## src/rtl/bsc_pkg.sv

```systemverilog
// shared types and constants of the banker's safety check unit
`default_nettype none

package bsc_pkg;

  localparam int unsigned AMT_W     = 16;
  localparam int unsigned WORK_W    = 20;
  localparam int unsigned PROC_ID_W = 4;
  localparam int unsigned RES_ID_W  = 3;
  localparam int unsigned PCNT_W    = 5;
  localparam int unsigned RCNT_W    = 4;
  localparam int unsigned CFG_W     = 5;
  localparam int unsigned CFG_IDX_W = 1;

  // configuration register indexes
  localparam logic [CFG_IDX_W-1:0] REG_PROC_COUNT = 1'd0;
  localparam logic [CFG_IDX_W-1:0] REG_RES_COUNT  = 1'd1;

  localparam logic [PCNT_W-1:0] PROC_COUNT_RST = 5'd16;
  localparam logic [RCNT_W-1:0] RES_COUNT_RST  = 4'd8;

  typedef enum logic [1:0] {
    FUNC_LOAD_ALLOC = 2'd0,
    FUNC_LOAD_CLAIM = 2'd1,
    FUNC_LOAD_AVAIL = 2'd2,
    FUNC_CHECK      = 2'd3
  } func_e;

  typedef struct packed {
    func_e                func;
    logic [PROC_ID_W-1:0] proc_index;
    logic [RES_ID_W-1:0]  res_index;
    logic [AMT_W-1:0]     amount;
  } in_item_t;

  typedef struct packed {
    logic                 verdict;
    logic [PROC_ID_W-1:0] granted_proc;
    logic                 last;
  } out_item_t;

  // controller to datapath
  typedef struct packed {
    logic load;
    logic init;
    logic next_proc;
    logic first_res;
    logic next_res;
    logic cmp;
    logic grant;
    logic new_pass;
    logic emit;
    logic unsafe;
  } ctrl_cmd_t;

  // datapath to controller
  typedef struct packed {
    logic fin_sel;
    logic i_last;
    logic j_last;
    logic fit;
    logic grant_done;
    logic granted_any;
    logic k_last;
  } dp_sts_t;

endpackage

`default_nettype wire

```

## src/rtl/bankers_safety_check_unit.sv

```systemverilog
// top level of the banker's safety check unit
//
// usage: items enter on in_i and are taken at a rising edge with start_i high
// and busy_o low. func selects a load of one allocation, claim or available
// element, or a safety check. loads produce no result and keep busy_o low, so
// load items may follow each other every cycle while no check is running.
// a check raises busy_o and walks the processes in passes; each process
// visit passes through a select state, then a read and a compare state per
// resource examined (the matrix memories have one registered read port), and
// a grant state for a process that fits.
// results leave on res_o with a one-cycle strobe res_valid_o: the safe
// sequence, one process per cycle with last set on the final one, or a
// single unsafe verdict. the receiver cannot stall, so results are never
// held back. the final strobe comes in the first cycle with busy_o low.
// configuration (proc_count, res_count) is written through cfg_we_i,
// cfg_idx_i, cfg_data_i while the unit is idle; the unit itself does not
// enforce this, the user must keep to it.
// reset clears the controller, counters, flags and counts (16 processes,
// 8 resources); the matrix and available stores hold garbage until loaded.
`default_nettype none

module bankers_safety_check_unit #(
  parameter int unsigned MAX_PROCS = 16,
  parameter int unsigned MAX_RES   = 8
) (
  input  wire logic                              clk_i,
  input  wire logic                              rst_ni,
  input  wire logic                              start_i,
  input  wire bsc_pkg::in_item_t                 in_i,
  output logic                                   busy_o,
  input  wire logic                              cfg_we_i,
  input  wire logic [bsc_pkg::CFG_IDX_W-1:0]     cfg_idx_i,
  input  wire logic [bsc_pkg::CFG_W-1:0]         cfg_data_i,
  output logic                                   res_valid_o,
  output bsc_pkg::out_item_t                     res_o
);
  import bsc_pkg::*;

  localparam int unsigned NPW = $clog2(MAX_PROCS + 1);
  localparam int unsigned NRW = $clog2(MAX_RES + 1);

  // configuration registers
  logic [PCNT_W-1:0] proc_count_q;
  logic [RCNT_W-1:0] res_count_q;
  logic [NPW-1:0]    np;
  logic [NRW-1:0]    nr;

  ctrl_cmd_t cmd;
  dp_sts_t   sts;

  always_ff @(posedge clk_i or negedge rst_ni) begin
    if (!rst_ni) begin
      proc_count_q <= PROC_COUNT_RST;
      res_count_q  <= RES_COUNT_RST;
    end else if (cfg_we_i) begin
      case (cfg_idx_i)
        REG_PROC_COUNT: proc_count_q <= cfg_data_i[PCNT_W-1:0];
        REG_RES_COUNT:  res_count_q  <= cfg_data_i[RCNT_W-1:0];
        default: begin
        end
      endcase
    end
  end

  // counts limited to 1..max
  always_comb begin
    if (proc_count_q == '0) begin
      np = NPW'(1);
    end else if (int'(proc_count_q) > MAX_PROCS) begin
      np = NPW'(MAX_PROCS);
    end else begin
      np = NPW'(proc_count_q);
    end
    if (res_count_q == '0) begin
      nr = NRW'(1);
    end else if (int'(res_count_q) > MAX_RES) begin
      nr = NRW'(MAX_RES);
    end else begin
      nr = NRW'(res_count_q);
    end
  end

  // sequencing
  bsc_ctrl u_ctrl (
    .clk_i   (clk_i),
    .rst_ni  (rst_ni),
    .start_i (start_i),
    .func_i  (in_i.func),
    .sts_i   (sts),
    .cmd_o   (cmd),
    .busy_o  (busy_o)
  );

  // stores, working vector and result register
  bsc_datapath #(
    .MAX_PROCS (MAX_PROCS),
    .MAX_RES   (MAX_RES)
  ) u_datapath (
    .clk_i       (clk_i),
    .rst_ni      (rst_ni),
    .in_i        (in_i),
    .np_i        (np),
    .nr_i        (nr),
    .cmd_i       (cmd),
    .sts_o       (sts),
    .res_valid_o (res_valid_o),
    .res_o       (res_o)
  );

endmodule

`default_nettype wire

```

## src/rtl/bsc_ctrl.sv

```systemverilog
// sequencing state machine of the safety check
`default_nettype none

module bsc_ctrl (
  input  wire logic              clk_i,
  input  wire logic              rst_ni,
  input  wire logic              start_i,
  input  wire bsc_pkg::func_e    func_i,
  input  wire bsc_pkg::dp_sts_t  sts_i,
  output bsc_pkg::ctrl_cmd_t     cmd_o,
  output logic                   busy_o
);
  import bsc_pkg::*;

  typedef enum logic [8:0] {
    ST_IDLE     = 9'b000000001,
    ST_INIT     = 9'b000000010,
    ST_SELECT   = 9'b000000100,
    ST_READ     = 9'b000001000,
    ST_CMP      = 9'b000010000,
    ST_GRANT    = 9'b000100000,
    ST_PASS_END = 9'b001000000,
    ST_UNSAFE   = 9'b010000000,
    ST_EMIT     = 9'b100000000
  } state_e;

  state_e state_q, state_d;

  always_ff @(posedge clk_i or negedge rst_ni) begin
    if (!rst_ni) begin
      state_q <= ST_IDLE;
    end else begin
      state_q <= state_d;
    end
  end

  always_comb begin
    state_d = state_q;
    cmd_o   = '0;
    case (state_q)
      ST_IDLE: begin
        if (start_i) begin
          if (func_i == FUNC_CHECK) begin
            state_d = ST_INIT;
          end else begin
            cmd_o.load = 1'b1;
          end
        end
      end
      ST_INIT: begin
        cmd_o.init = 1'b1;
        state_d    = ST_SELECT;
      end
      ST_SELECT: begin
        if (sts_i.fin_sel) begin
          if (sts_i.i_last) begin
            state_d = ST_PASS_END;
          end else begin
            cmd_o.next_proc = 1'b1;
          end
        end else begin
          cmd_o.first_res = 1'b1;
          state_d         = ST_READ;
        end
      end
      ST_READ: begin
        state_d = ST_CMP;
      end
      ST_CMP: begin
        cmd_o.cmp = 1'b1;
        if (!sts_i.fit) begin
          if (sts_i.i_last) begin
            state_d = ST_PASS_END;
          end else begin
            cmd_o.next_proc = 1'b1;
            state_d         = ST_SELECT;
          end
        end else if (sts_i.j_last) begin
          state_d = ST_GRANT;
        end else begin
          cmd_o.next_res = 1'b1;
          state_d        = ST_READ;
        end
      end
      ST_GRANT: begin
        cmd_o.grant = 1'b1;
        if (sts_i.grant_done) begin
          state_d = ST_EMIT;
        end else if (sts_i.i_last) begin
          state_d = ST_PASS_END;
        end else begin
          cmd_o.next_proc = 1'b1;
          state_d         = ST_SELECT;
        end
      end
      ST_PASS_END: begin
        if (sts_i.granted_any) begin
          cmd_o.new_pass = 1'b1;
          state_d        = ST_SELECT;
        end else begin
          state_d = ST_UNSAFE;
        end
      end
      ST_UNSAFE: begin
        cmd_o.unsafe = 1'b1;
        state_d      = ST_IDLE;
      end
      ST_EMIT: begin
        cmd_o.emit = 1'b1;
        if (sts_i.k_last) begin
          state_d = ST_IDLE;
        end
      end
      default: begin
        state_d = ST_IDLE;
      end
    endcase
  end

  assign busy_o = (state_q != ST_IDLE);

endmodule

`default_nettype wire

```

## src/rtl/bsc_datapath.sv

```systemverilog
// stores, working vector, counters and result register of the safety check
`default_nettype none

module bsc_datapath #(
  parameter int unsigned MAX_PROCS = 16,
  parameter int unsigned MAX_RES   = 8,
  localparam int unsigned PIW = (MAX_PROCS > 1) ? $clog2(MAX_PROCS) : 1,
  localparam int unsigned RIW = (MAX_RES > 1) ? $clog2(MAX_RES) : 1,
  localparam int unsigned NPW = $clog2(MAX_PROCS + 1),
  localparam int unsigned NRW = $clog2(MAX_RES + 1)
) (
  input  wire logic                 clk_i,
  input  wire logic                 rst_ni,
  input  wire bsc_pkg::in_item_t    in_i,
  input  wire logic [NPW-1:0]       np_i,
  input  wire logic [NRW-1:0]       nr_i,
  input  wire bsc_pkg::ctrl_cmd_t   cmd_i,
  output bsc_pkg::dp_sts_t          sts_o,
  output logic                      res_valid_o,
  output bsc_pkg::out_item_t        res_o
);
  import bsc_pkg::*;

  localparam int unsigned DEPTH = MAX_PROCS * MAX_RES;
  localparam int unsigned AW    = (DEPTH > 1) ? $clog2(DEPTH) : 1;

  // matrix memories and sequence memory
  logic [AMT_W-1:0]     alloc_mem [DEPTH];
  logic [AMT_W-1:0]     claim_mem [DEPTH];
  logic [PROC_ID_W-1:0] seq_mem   [MAX_PROCS];
  logic [AMT_W-1:0]     alloc_rd_q, claim_rd_q;

  logic [AMT_W-1:0]  avail_q [MAX_RES];
  logic [WORK_W-1:0] work_q  [MAX_RES];
  logic [AMT_W-1:0]  row_q   [MAX_RES];
  logic [WORK_W-1:0] work_add [MAX_RES];
  logic [WORK_W:0]   work_sum [MAX_RES];

  logic [MAX_PROCS-1:0] fin_q;
  logic [PIW-1:0]       i_q, k_q;
  logic [RIW-1:0]       j_q;
  logic [NPW-1:0]       done_q;
  logic                 granted_q;

  logic                 vld_q;
  out_item_t            res_q;

  logic [AW-1:0]        wr_addr, rd_addr;
  logic                 mat_ok, res_ok;
  logic signed [AMT_W:0]  need;
  logic signed [WORK_W:0] need_x;
  logic [WORK_W-1:0]      work_j;

  assign res_ok  = (int'(in_i.res_index) < MAX_RES);
  assign mat_ok  = res_ok && (int'(in_i.proc_index) < MAX_PROCS);
  assign wr_addr = AW'(int'(in_i.proc_index) * MAX_RES + int'(in_i.res_index));
  assign rd_addr = AW'(int'(i_q) * MAX_RES + int'(j_q));

  always_ff @(posedge clk_i) begin
    if (cmd_i.load && mat_ok && (in_i.func == FUNC_LOAD_ALLOC)) begin
      alloc_mem[wr_addr] <= in_i.amount;
    end
    alloc_rd_q <= alloc_mem[rd_addr];
  end

  always_ff @(posedge clk_i) begin
    if (cmd_i.load && mat_ok && (in_i.func == FUNC_LOAD_CLAIM)) begin
      claim_mem[wr_addr] <= in_i.amount;
    end
    claim_rd_q <= claim_mem[rd_addr];
  end

  always_ff @(posedge clk_i) begin
    if (cmd_i.load && res_ok && (in_i.func == FUNC_LOAD_AVAIL)) begin
      avail_q[RIW'(in_i.res_index)] <= in_i.amount;
    end
  end

  // signed need against the working vector
  assign need   = $signed({1'b0, claim_rd_q}) - $signed({1'b0, alloc_rd_q});
  assign need_x = (WORK_W+1)'(need);
  assign work_j = work_q[j_q];

  always_comb begin
    for (int k = 0; k < MAX_RES; k++) begin
      work_sum[k] = (WORK_W+1)'(work_q[k]) + (WORK_W+1)'(row_q[k]);
      work_add[k] = work_sum[k][WORK_W] ? {WORK_W{1'b1}} : work_sum[k][WORK_W-1:0];
    end
  end

  always_ff @(posedge clk_i) begin
    if (cmd_i.cmp) begin
      row_q[j_q] <= alloc_rd_q;
    end
  end

  always_ff @(posedge clk_i or negedge rst_ni) begin
    if (!rst_ni) begin
      for (int k = 0; k < MAX_RES; k++) begin
        work_q[k] <= '0;
      end
    end else if (cmd_i.init) begin
      for (int k = 0; k < MAX_RES; k++) begin
        work_q[k] <= (k < int'(nr_i)) ? WORK_W'(avail_q[k]) : '0;
      end
    end else if (cmd_i.grant) begin
      for (int k = 0; k < MAX_RES; k++) begin
        if (k < int'(nr_i)) begin
          work_q[k] <= work_add[k];
        end
      end
    end
  end

  always_ff @(posedge clk_i) begin
    if (cmd_i.grant) begin
      seq_mem[done_q[PIW-1:0]] <= PROC_ID_W'(i_q);
    end
  end

  // counters and flags
  always_ff @(posedge clk_i or negedge rst_ni) begin
    if (!rst_ni) begin
      fin_q     <= '0;
      i_q       <= '0;
      j_q       <= '0;
      k_q       <= '0;
      done_q    <= '0;
      granted_q <= 1'b0;
    end else begin
      if (cmd_i.init) begin
        fin_q     <= '0;
        i_q       <= '0;
        k_q       <= '0;
        done_q    <= '0;
        granted_q <= 1'b0;
      end
      if (cmd_i.next_proc) begin
        i_q <= i_q + PIW'(1);
      end
      if (cmd_i.new_pass) begin
        i_q       <= '0;
        granted_q <= 1'b0;
      end
      if (cmd_i.first_res) begin
        j_q <= '0;
      end
      if (cmd_i.next_res) begin
        j_q <= j_q + RIW'(1);
      end
      if (cmd_i.grant) begin
        fin_q[i_q] <= 1'b1;
        done_q     <= done_q + NPW'(1);
        granted_q  <= 1'b1;
      end
      if (cmd_i.emit) begin
        k_q <= k_q + PIW'(1);
      end
    end
  end

  // result register, one strobe per result
  always_ff @(posedge clk_i or negedge rst_ni) begin
    if (!rst_ni) begin
      vld_q <= 1'b0;
    end else begin
      vld_q <= cmd_i.emit || cmd_i.unsafe;
    end
  end

  always_ff @(posedge clk_i) begin
    if (cmd_i.unsafe) begin
      res_q.verdict      <= 1'b1;
      res_q.granted_proc <= '0;
      res_q.last         <= 1'b1;
    end else if (cmd_i.emit) begin
      res_q.verdict      <= 1'b0;
      res_q.granted_proc <= seq_mem[k_q];
      res_q.last         <= sts_o.k_last;
    end
  end

  assign res_valid_o = vld_q;
  assign res_o       = res_q;

  always_comb begin
    sts_o             = '0;
    sts_o.fin_sel     = fin_q[i_q];
    sts_o.i_last      = (NPW'(i_q) == (np_i - NPW'(1)));
    sts_o.j_last      = (NRW'(j_q) == (nr_i - NRW'(1)));
    sts_o.fit         = (need_x <= $signed({1'b0, work_j}));
    sts_o.grant_done  = (NPW'(done_q + NPW'(1)) == np_i);
    sts_o.granted_any = granted_q;
    sts_o.k_last      = (NPW'(k_q) == (np_i - NPW'(1)));
  end

  a_grant_unfinished: assert property (@(posedge clk_i) disable iff (!rst_ni)
    cmd_i.grant |-> !fin_q[i_q])
    else $error("grant of a process already finished");

  a_emit_strobe: assert property (@(posedge clk_i) disable iff (!rst_ni)
    (cmd_i.emit || cmd_i.unsafe) |=> vld_q)
    else $error("result command without strobe");

  a_last_ends_burst: assert property (@(posedge clk_i) disable iff (!rst_ni)
    (vld_q && res_q.last) |=> !vld_q)
    else $error("result strobe after last item");

  a_unsafe_form: assert property (@(posedge clk_i) disable iff (!rst_ni)
    (vld_q && res_q.verdict) |-> (res_q.last && (res_q.granted_proc == '0)))
    else $error("unsafe verdict malformed");

endmodule

`default_nettype wire
```

## config.mk

```make
export PLATFORM = sky130hd
export DESIGN_NAME = bankers_safety_check_unit
export DESIGN_NICKNAME = d
export VERILOG_FILES = /design/src/rtl/bsc_pkg.sv /design/src/rtl/bankers_safety_check_unit.sv /design/src/rtl/bsc_ctrl.sv /design/src/rtl/bsc_datapath.sv
export SDC_FILE = /design/constraint.sdc
export NUM_CORES = 2
export LEC_CHECK = 0
export BUFFER_PORTS_ARGS = -buffer_cell sky130_fd_sc_hd__buf_2
export CAP_MARGIN = 20
export CORE_UTILIZATION = 40
export CTS_CLUSTER_SIZE = 24
export DETAILED_ROUTE_END_ITERATION = 8
export GPL_TIMING_DRIVEN = 1
export MAX_ROUTING_LAYER = met4
export PLACE_DENSITY = 0.54
export RECOVER_POWER = 100
export SLEW_MARGIN = 10
export SYNTH_ARGS = -nofsm -noshare
export SYNTH_HDL_FRONTEND = slang
export SYNTH_HIERARCHICAL = 1
export SYNTH_MEMORY_MAX_BITS = 65536
export SYNTH_SLANG_ARGS = --single-unit
```

## constraint.sdc

```tcl
create_clock -name clk_i -period 6.1 [get_ports clk_i]
set_clock_uncertainty 0.15 [all_clocks]
set_input_delay 1.22 -clock clk_i [delete_from_list [all_inputs] [get_ports clk_i]]
set_output_delay 1.22 -clock clk_i [all_outputs]
set_load 0.1 [all_outputs]
```

# == Word level (Yosys, flattened, before mapping) ==
# Memories as Yosys holds them, arrays and structs flattened. A register that Yosys moved wholly into a read port is not among the register bits.
# Cells that the tools add are included.
# word_totals
output_inout_bits,8
memories,5
inputBits,35
elab_cells,202
regBits,214
mem_bits_rw,4416
# mem_list
memory,words,width,rd,rd_clocked_by_memory_dff,wr,line,text
u_datapath.alloc_mem,128,16,1,1,1,bsc_datapath.sv:28,logic [AMT_W-1:0] alloc_mem [DEPTH];
u_datapath.claim_mem,128,16,1,1,1,bsc_datapath.sv:29,logic [AMT_W-1:0] claim_mem [DEPTH];
u_datapath.avail_q,8,16,8,0,1,bsc_datapath.sv:33,logic [AMT_W-1:0] avail_q [MAX_RES];
u_datapath.row_q,8,16,8,0,1,bsc_datapath.sv:35,logic [AMT_W-1:0] row_q [MAX_RES];
u_datapath.seq_mem,16,4,1,1,1,bsc_datapath.sv:30,logic [PROC_ID_W-1:0] seq_mem [MAX_PROCS];
# op_classes
eq_ne,21
n_mux,90
n_reduce_logical,32
n_bitwise,3
n_lt_le_gt_ge,14
n_addsub,17
# ops
cell,count
20-bit two-way mux,18
160-bit two-way mux,2
20-bit by 16-bit adder with 21-bit output,8
16-bit two-way mux,10
9-bit one-hot mux with 8 select lines,1
9-bit two-way mux,7
20-bit binary-select mux with 3-bit select,1
1-bit two-way mux,32
4-bit two-way mux,6
2-bit nonzero test,11
17-bit by 21-bit less-or-equal comparator with 1-bit output,1
5-bit two-way mux,4
2-bit AND reduction,10
16-bit by 16-bit subtractor with 17-bit output,1
3-bit by 4-bit < comparator with 1-bit output (first input constant),4
16-bit OR,1
7-bit by 3-bit adder with 7-bit output,2
4-bit by 5-bit == test with 1-bit output,2
9-bit by 1-bit == test with 1-bit output (second input constant),1
9-bit by 2-bit == test with 1-bit output (second input constant),1
9-bit by 3-bit == test with 1-bit output (second input constant),1
9-bit by 4-bit == test with 1-bit output (second input constant),1
9-bit by 5-bit == test with 1-bit output (second input constant),1
9-bit by 6-bit == test with 1-bit output (second input constant),1
other kinds (40),50

# == Logic depth before layout (Yosys ltp) ==
# depth
ltp_word,10
depth_mapped,25
depth_no_buf,23

# == By module ==
# The synthesis kept the hierarchy.
# modules_own_cells
mod,instances,seq_area_each_um2,area_per_inst_um2,cells_each
bsc_datapath,1,138222.6,186101.0,10135
bsc_ctrl,1,226.5,701.9,83
bankers_safety_check_unit,1,227.7,416.6,32

# == Least setup slack after synthesis ==
# OpenSTA, ideal clock, no wires.
# synth_path
kind,reg2reg
from,reg u_datapath.j_q[0]
to,reg u_datapath.i_q[2]
path_slack_ns,1.571
synth_period_minus_slack_ns,4.529
setup_time_ns,0.134
required_ns,5.816
t_arrival_ns,4.245
path_stages_with_launch,24
cell_sequence,dfrtp_1 buf_2 buf_4 buf_4 buf_4 buf_4 buf_4 mux4_2 mux2_2 ha_1 nor2b_1 o21a_1 o21ai_0 nand2b_1 a21oi_1 nor4_1 o2111ai_1 nor3b_1 o2111ai_1 a21oi_1 clkbuf_1 nor2_1 o21ai_0 a21oi_1
# synth_rtl
item,line,text
from (decl),bsc_datapath.sv:41,logic [RIW-1:0] j_q;
from (signal assigned),bsc_datapath.sv:149,j_q <= j_q + RIW'(1);
to (signal assigned),bsc_datapath.sv:139,i_q <= i_q + PIW'(1);
to (decl),bsc_datapath.sv:40,"logic [PIW-1:0] i_q, k_q;"

# == Worst setup path in the final report ==
# layout_path
from,reg u_datapath.i_q[0]
to,"reg u_datapath.claim_rd_q[12], read port of u_datapath.claim_mem"
# layout_via
elab_chain_len,1
# layout_lines
item,line,text
7-bit by 3-bit adder with 7-bit output,bsc_datapath.sv:57,assign rd_addr = AW'(int'(i_q) * MAX_RES + int'(j_q));
to (decl),bsc_datapath.sv:31,"logic [AMT_W-1:0] alloc_rd_q, claim_rd_q;"
# Every way passes these cells.
# A chain may end at the register's enable or synchronous reset.

==> results.md <==
* Routability Congestion at around 0.87
* Slowest stage cell, crit path: dfrtp_1
* Die Footprint at between 400000 and 500000 sq um
* Final hold slack at 0.2826 ns
* Seq cells post-synth at ~4700
* Maximum number of pins on one net before global-route repair at about 160
* TNS Setup at 0 ns
* PwrDens at 342.3 nW/um^2
* Core footprint at between 400000 and 500000 sq um
* # rows at 250
* Filler instances at roughly 40000
* Critical-path maximum fanout at 40
* R2R cell count at 8
* Max Used Layer: met4
* Routed vias at 101700
* Area taken by multi-input logic gates at 45720 sq um
* Share of layout cells above drive strength 1 at 19.74%
* Hold Path End: proc_count_q[4]
* IO buf count at between 40 and 50
* Worst slack at placement at just over 0.5 ns
* Number of synthesized flops with an enable pin at around 4400
* Root buffer cell: clkbuf_16
* Final net count at roughly 11000
* Max cap viols at 35
* M1 WL at approximately 230000 um
* Chip width at between 600 and 700 um
* Clock latency on the worst-skew pair at 1.03 ns
* CTS Buf Count at 470
* Max VDD drop at slightly above 0.0003 V
* Library cells used by synthesis at 93
* Bufs on Longest Clock Path at 4
* Cell Chain, Critical Path: inv_6 > nand2_2 > clkbuf_4 > buf_4 > o22ai_1 > nor4_1 > buf_4 > nor3_2
* Most common cell after layout, fill and taps aside: edfxtp_1
* Worst reg2reg path endpoint: u_datapath/claim_rd_q[12]
* Yosys Warn Count at 6
* Post-DRT Antenna Nets at 0
* Hold Path Class: in2reg
* CTS clk-pin slew, worst paths at approximately 0.060 ns
* Crit. End Element: register
* H-tree lvl count at 5
* Vias in the first global route at approximately 100k
* Synth-to-Final Area Change at 13.12%
* RSZ-0062 raised after global routing: false
* Levels on crit path at 8
* Mapped cell area at 187200 sq um
* Post-Syn Nets at roughly 10000
* WL/cell at 30.89 um
* Status: finished, violations left
* Least-Margin Pin Slew at roughly 6 ns
* Slew Limit Fails at approximately 2100
* Setup violators final at 0
* Hold path startpoint: cfg_data_i[4]
* Period utilisation layout at a little under 100%
* Slowest stage delay, CP at 1.39 ns
* Post-DP HPWL at ~320000 um
* PnR worst setup slack at about 0.074 ns
* GRT Util Overall at about 23%
* Hold path cells at 2
* Setup CP Type: reg2reg
* Leading post-synthesis cells by cell area: edfxtp_1 71%, mux4_2 10%, dfrtp_1 2.8%
* Synth Area per Inst at between 15 and 20 sq um
* Leak at around 66 nW
* Relative slew slack at -296.0%
* Buf/Inv on CP at 4
* Failing checks: max-capacitance violations, max-slew violations
* Post-Route WL at 536200 um
* Die Y at 686.1 um
* Worst R2R Setup Slack at 0.07 ns
* Synth area leader: edfxtp_1
* Num ports at 43
* Worst EP required at 6.75 ns
* CTS tree: done
* Critical path's most frequent cell: buf_4
* Reg area at 138700 sq um
* CP delay by family, top: buffers and inverters
* Antenna violations before repair at 48
* Ys flop type: edfxtp_1
* WL met2 at 251100 um
* DRT Pass-1 Iters at 6
* Most frequent cells in the layout: 4416 x edfxtp_1, 833 x mux4_2, 630 x o21ai_0
* Post-synth ARST share at between 4 and 5%
* Initial Util at approximately 40%
* Tmin final at around 6 ns
* Met3 WL post-DR at 41190 um
* Final hold vios at 0
* GRT overflow at 0
* Sink Count at 4666
* Vias per cell at between 5 and 6
* Fmax achieved at 165.9 MHz
* First-pass GRT wire length at between 700000 and 800000 um
* DR iter-0 viols at around 12000
* Cells after synthesis at between 10000 and 15000
* Post-CTS setup buffers at 0
* R2r startpoint: u_datapath/i_q[0]
* Arr. time, crit path at about 6.7 ns
* Sequential area share after synthesis at between 70 and 80%
* Yosys top cell area share at 70.83%
* Startpoint types: register
* Drc violations at 0
-- how the worst max path moves through the flow --
stage | start | end | slack, ns
floorplan | u_datapath/j_q[0] | u_datapath/i_q[2] | 1.57
global route | u_ctrl/state_q[5] | u_datapath/claim_mem[97][1] | 0.03
global placement | u_datapath/j_q[1] | u_datapath/alloc_rd_q[14] | 0.35
finish | u_datapath/i_q[0] | u_datapath/claim_rd_q[12] | 0.07
CTS | u_datapath/alloc_rd_q[1] | u_datapath/i_q[3] | 0.43
detailed placement | u_datapath/alloc_rd_q[1] | u_datapath/i_q[3] | 0.51
-- per-layer routing --
metal / GRT usage (%) / vias to the layer above
li1: - / 42690
met1: 32.26 / 54070
met2: 35.60 / 4205
met3: 3.490 / 778
met4: 5.999 / 0
met5: - / -
-- through the flow --
stage | cell area, sq um | util (%) | cells | total power [mW]
global route | 211800 | 45.56 | 17350 | 74.86
detailed placement | 197900 | 42.58 | 16450 | 44.58
finish | 211800 | 45.56 | 17360 | 72.49
floorplan | 187200 | - | 10250 | 41.48
global placement | 197800 | 42.56 | 16440 | 44.48
CTS | 213100 | 45.85 | 17330 | 73.01
-- kinds of logic after synthesis --
family / count (synthesis) / share of synthesized area [%]
flops: 4666 / 74.07
compound gates: 1711 / 5.715
simple gates: 1521 / 3.649
mux: 1385 / 13.09
buf+inv: 653 / 1.597
fa+ha+maj: 185 / 1.272
xor+xnor: 129 / 0.6035
-- layout make-up --
| cell class | count | area share (%) |
|---|---|---|
| diodes | 24 | 0.02836 |
| well taps | 6174 | 3.647 |
| clock inverters | 276 | 1.251 |
| inverters | 72 | 0.1300 |
| flip-flops and latches | 4666 | 65.48 |
| clock buffers | 601 | 5.914 |
| multi-input cells | 4931 | 21.59 |
| repair buffers | 612 | 1.961 |
-- cells in the mapped netlist, drive strengths merged (38+ instances only) --
library cell  instances
nor3                101
mux2i               374
nand3                67
o22ai               205
edfxtp             4416
mux4                833
buf                 272
o31ai                52
dfxtp                38
o21ai               633
nor2                560
a31oi                39
a211oi               59
a21o                 61
a221o                59
o221ai               92
inv                  72
xnor2                62
a21oi               299
ha                  176
mux2                178
dfrtp               209
clkbuf              309
nor4                 63
nand2               501
xor2                 67
-- report_power, final --
part	internal, mW	switching [mW]	leakage, nW
registers	35.5	0.759	42.8
logic	2.99	4.66	15.5
clock network	16.2	12.4	7.36
-- repair_timing --
item	4_1_cts	5_1_grt
hold buffers	1	0
endpoints found under the hold margin	14	0
resized for setup	0	0
-- flip-flops by register name (all words and copies together), names as in the netlist, 16 cells and up --
| register | count |
|---|---|
| u_datapath/fin_q | 16 |
| u_datapath/claim_mem | 2048 |
| u_datapath/claim_rd_q | 16 |
| u_datapath/seq_mem | 64 |
| u_datapath/alloc_rd_q | 16 |
| u_datapath/avail_q | 128 |
| u_datapath/alloc_mem | 2048 |
| u_datapath/work_q | 160 |
| u_datapath/row_q | 128 |
No activity file was read; power rests on OpenSTA's default activity.
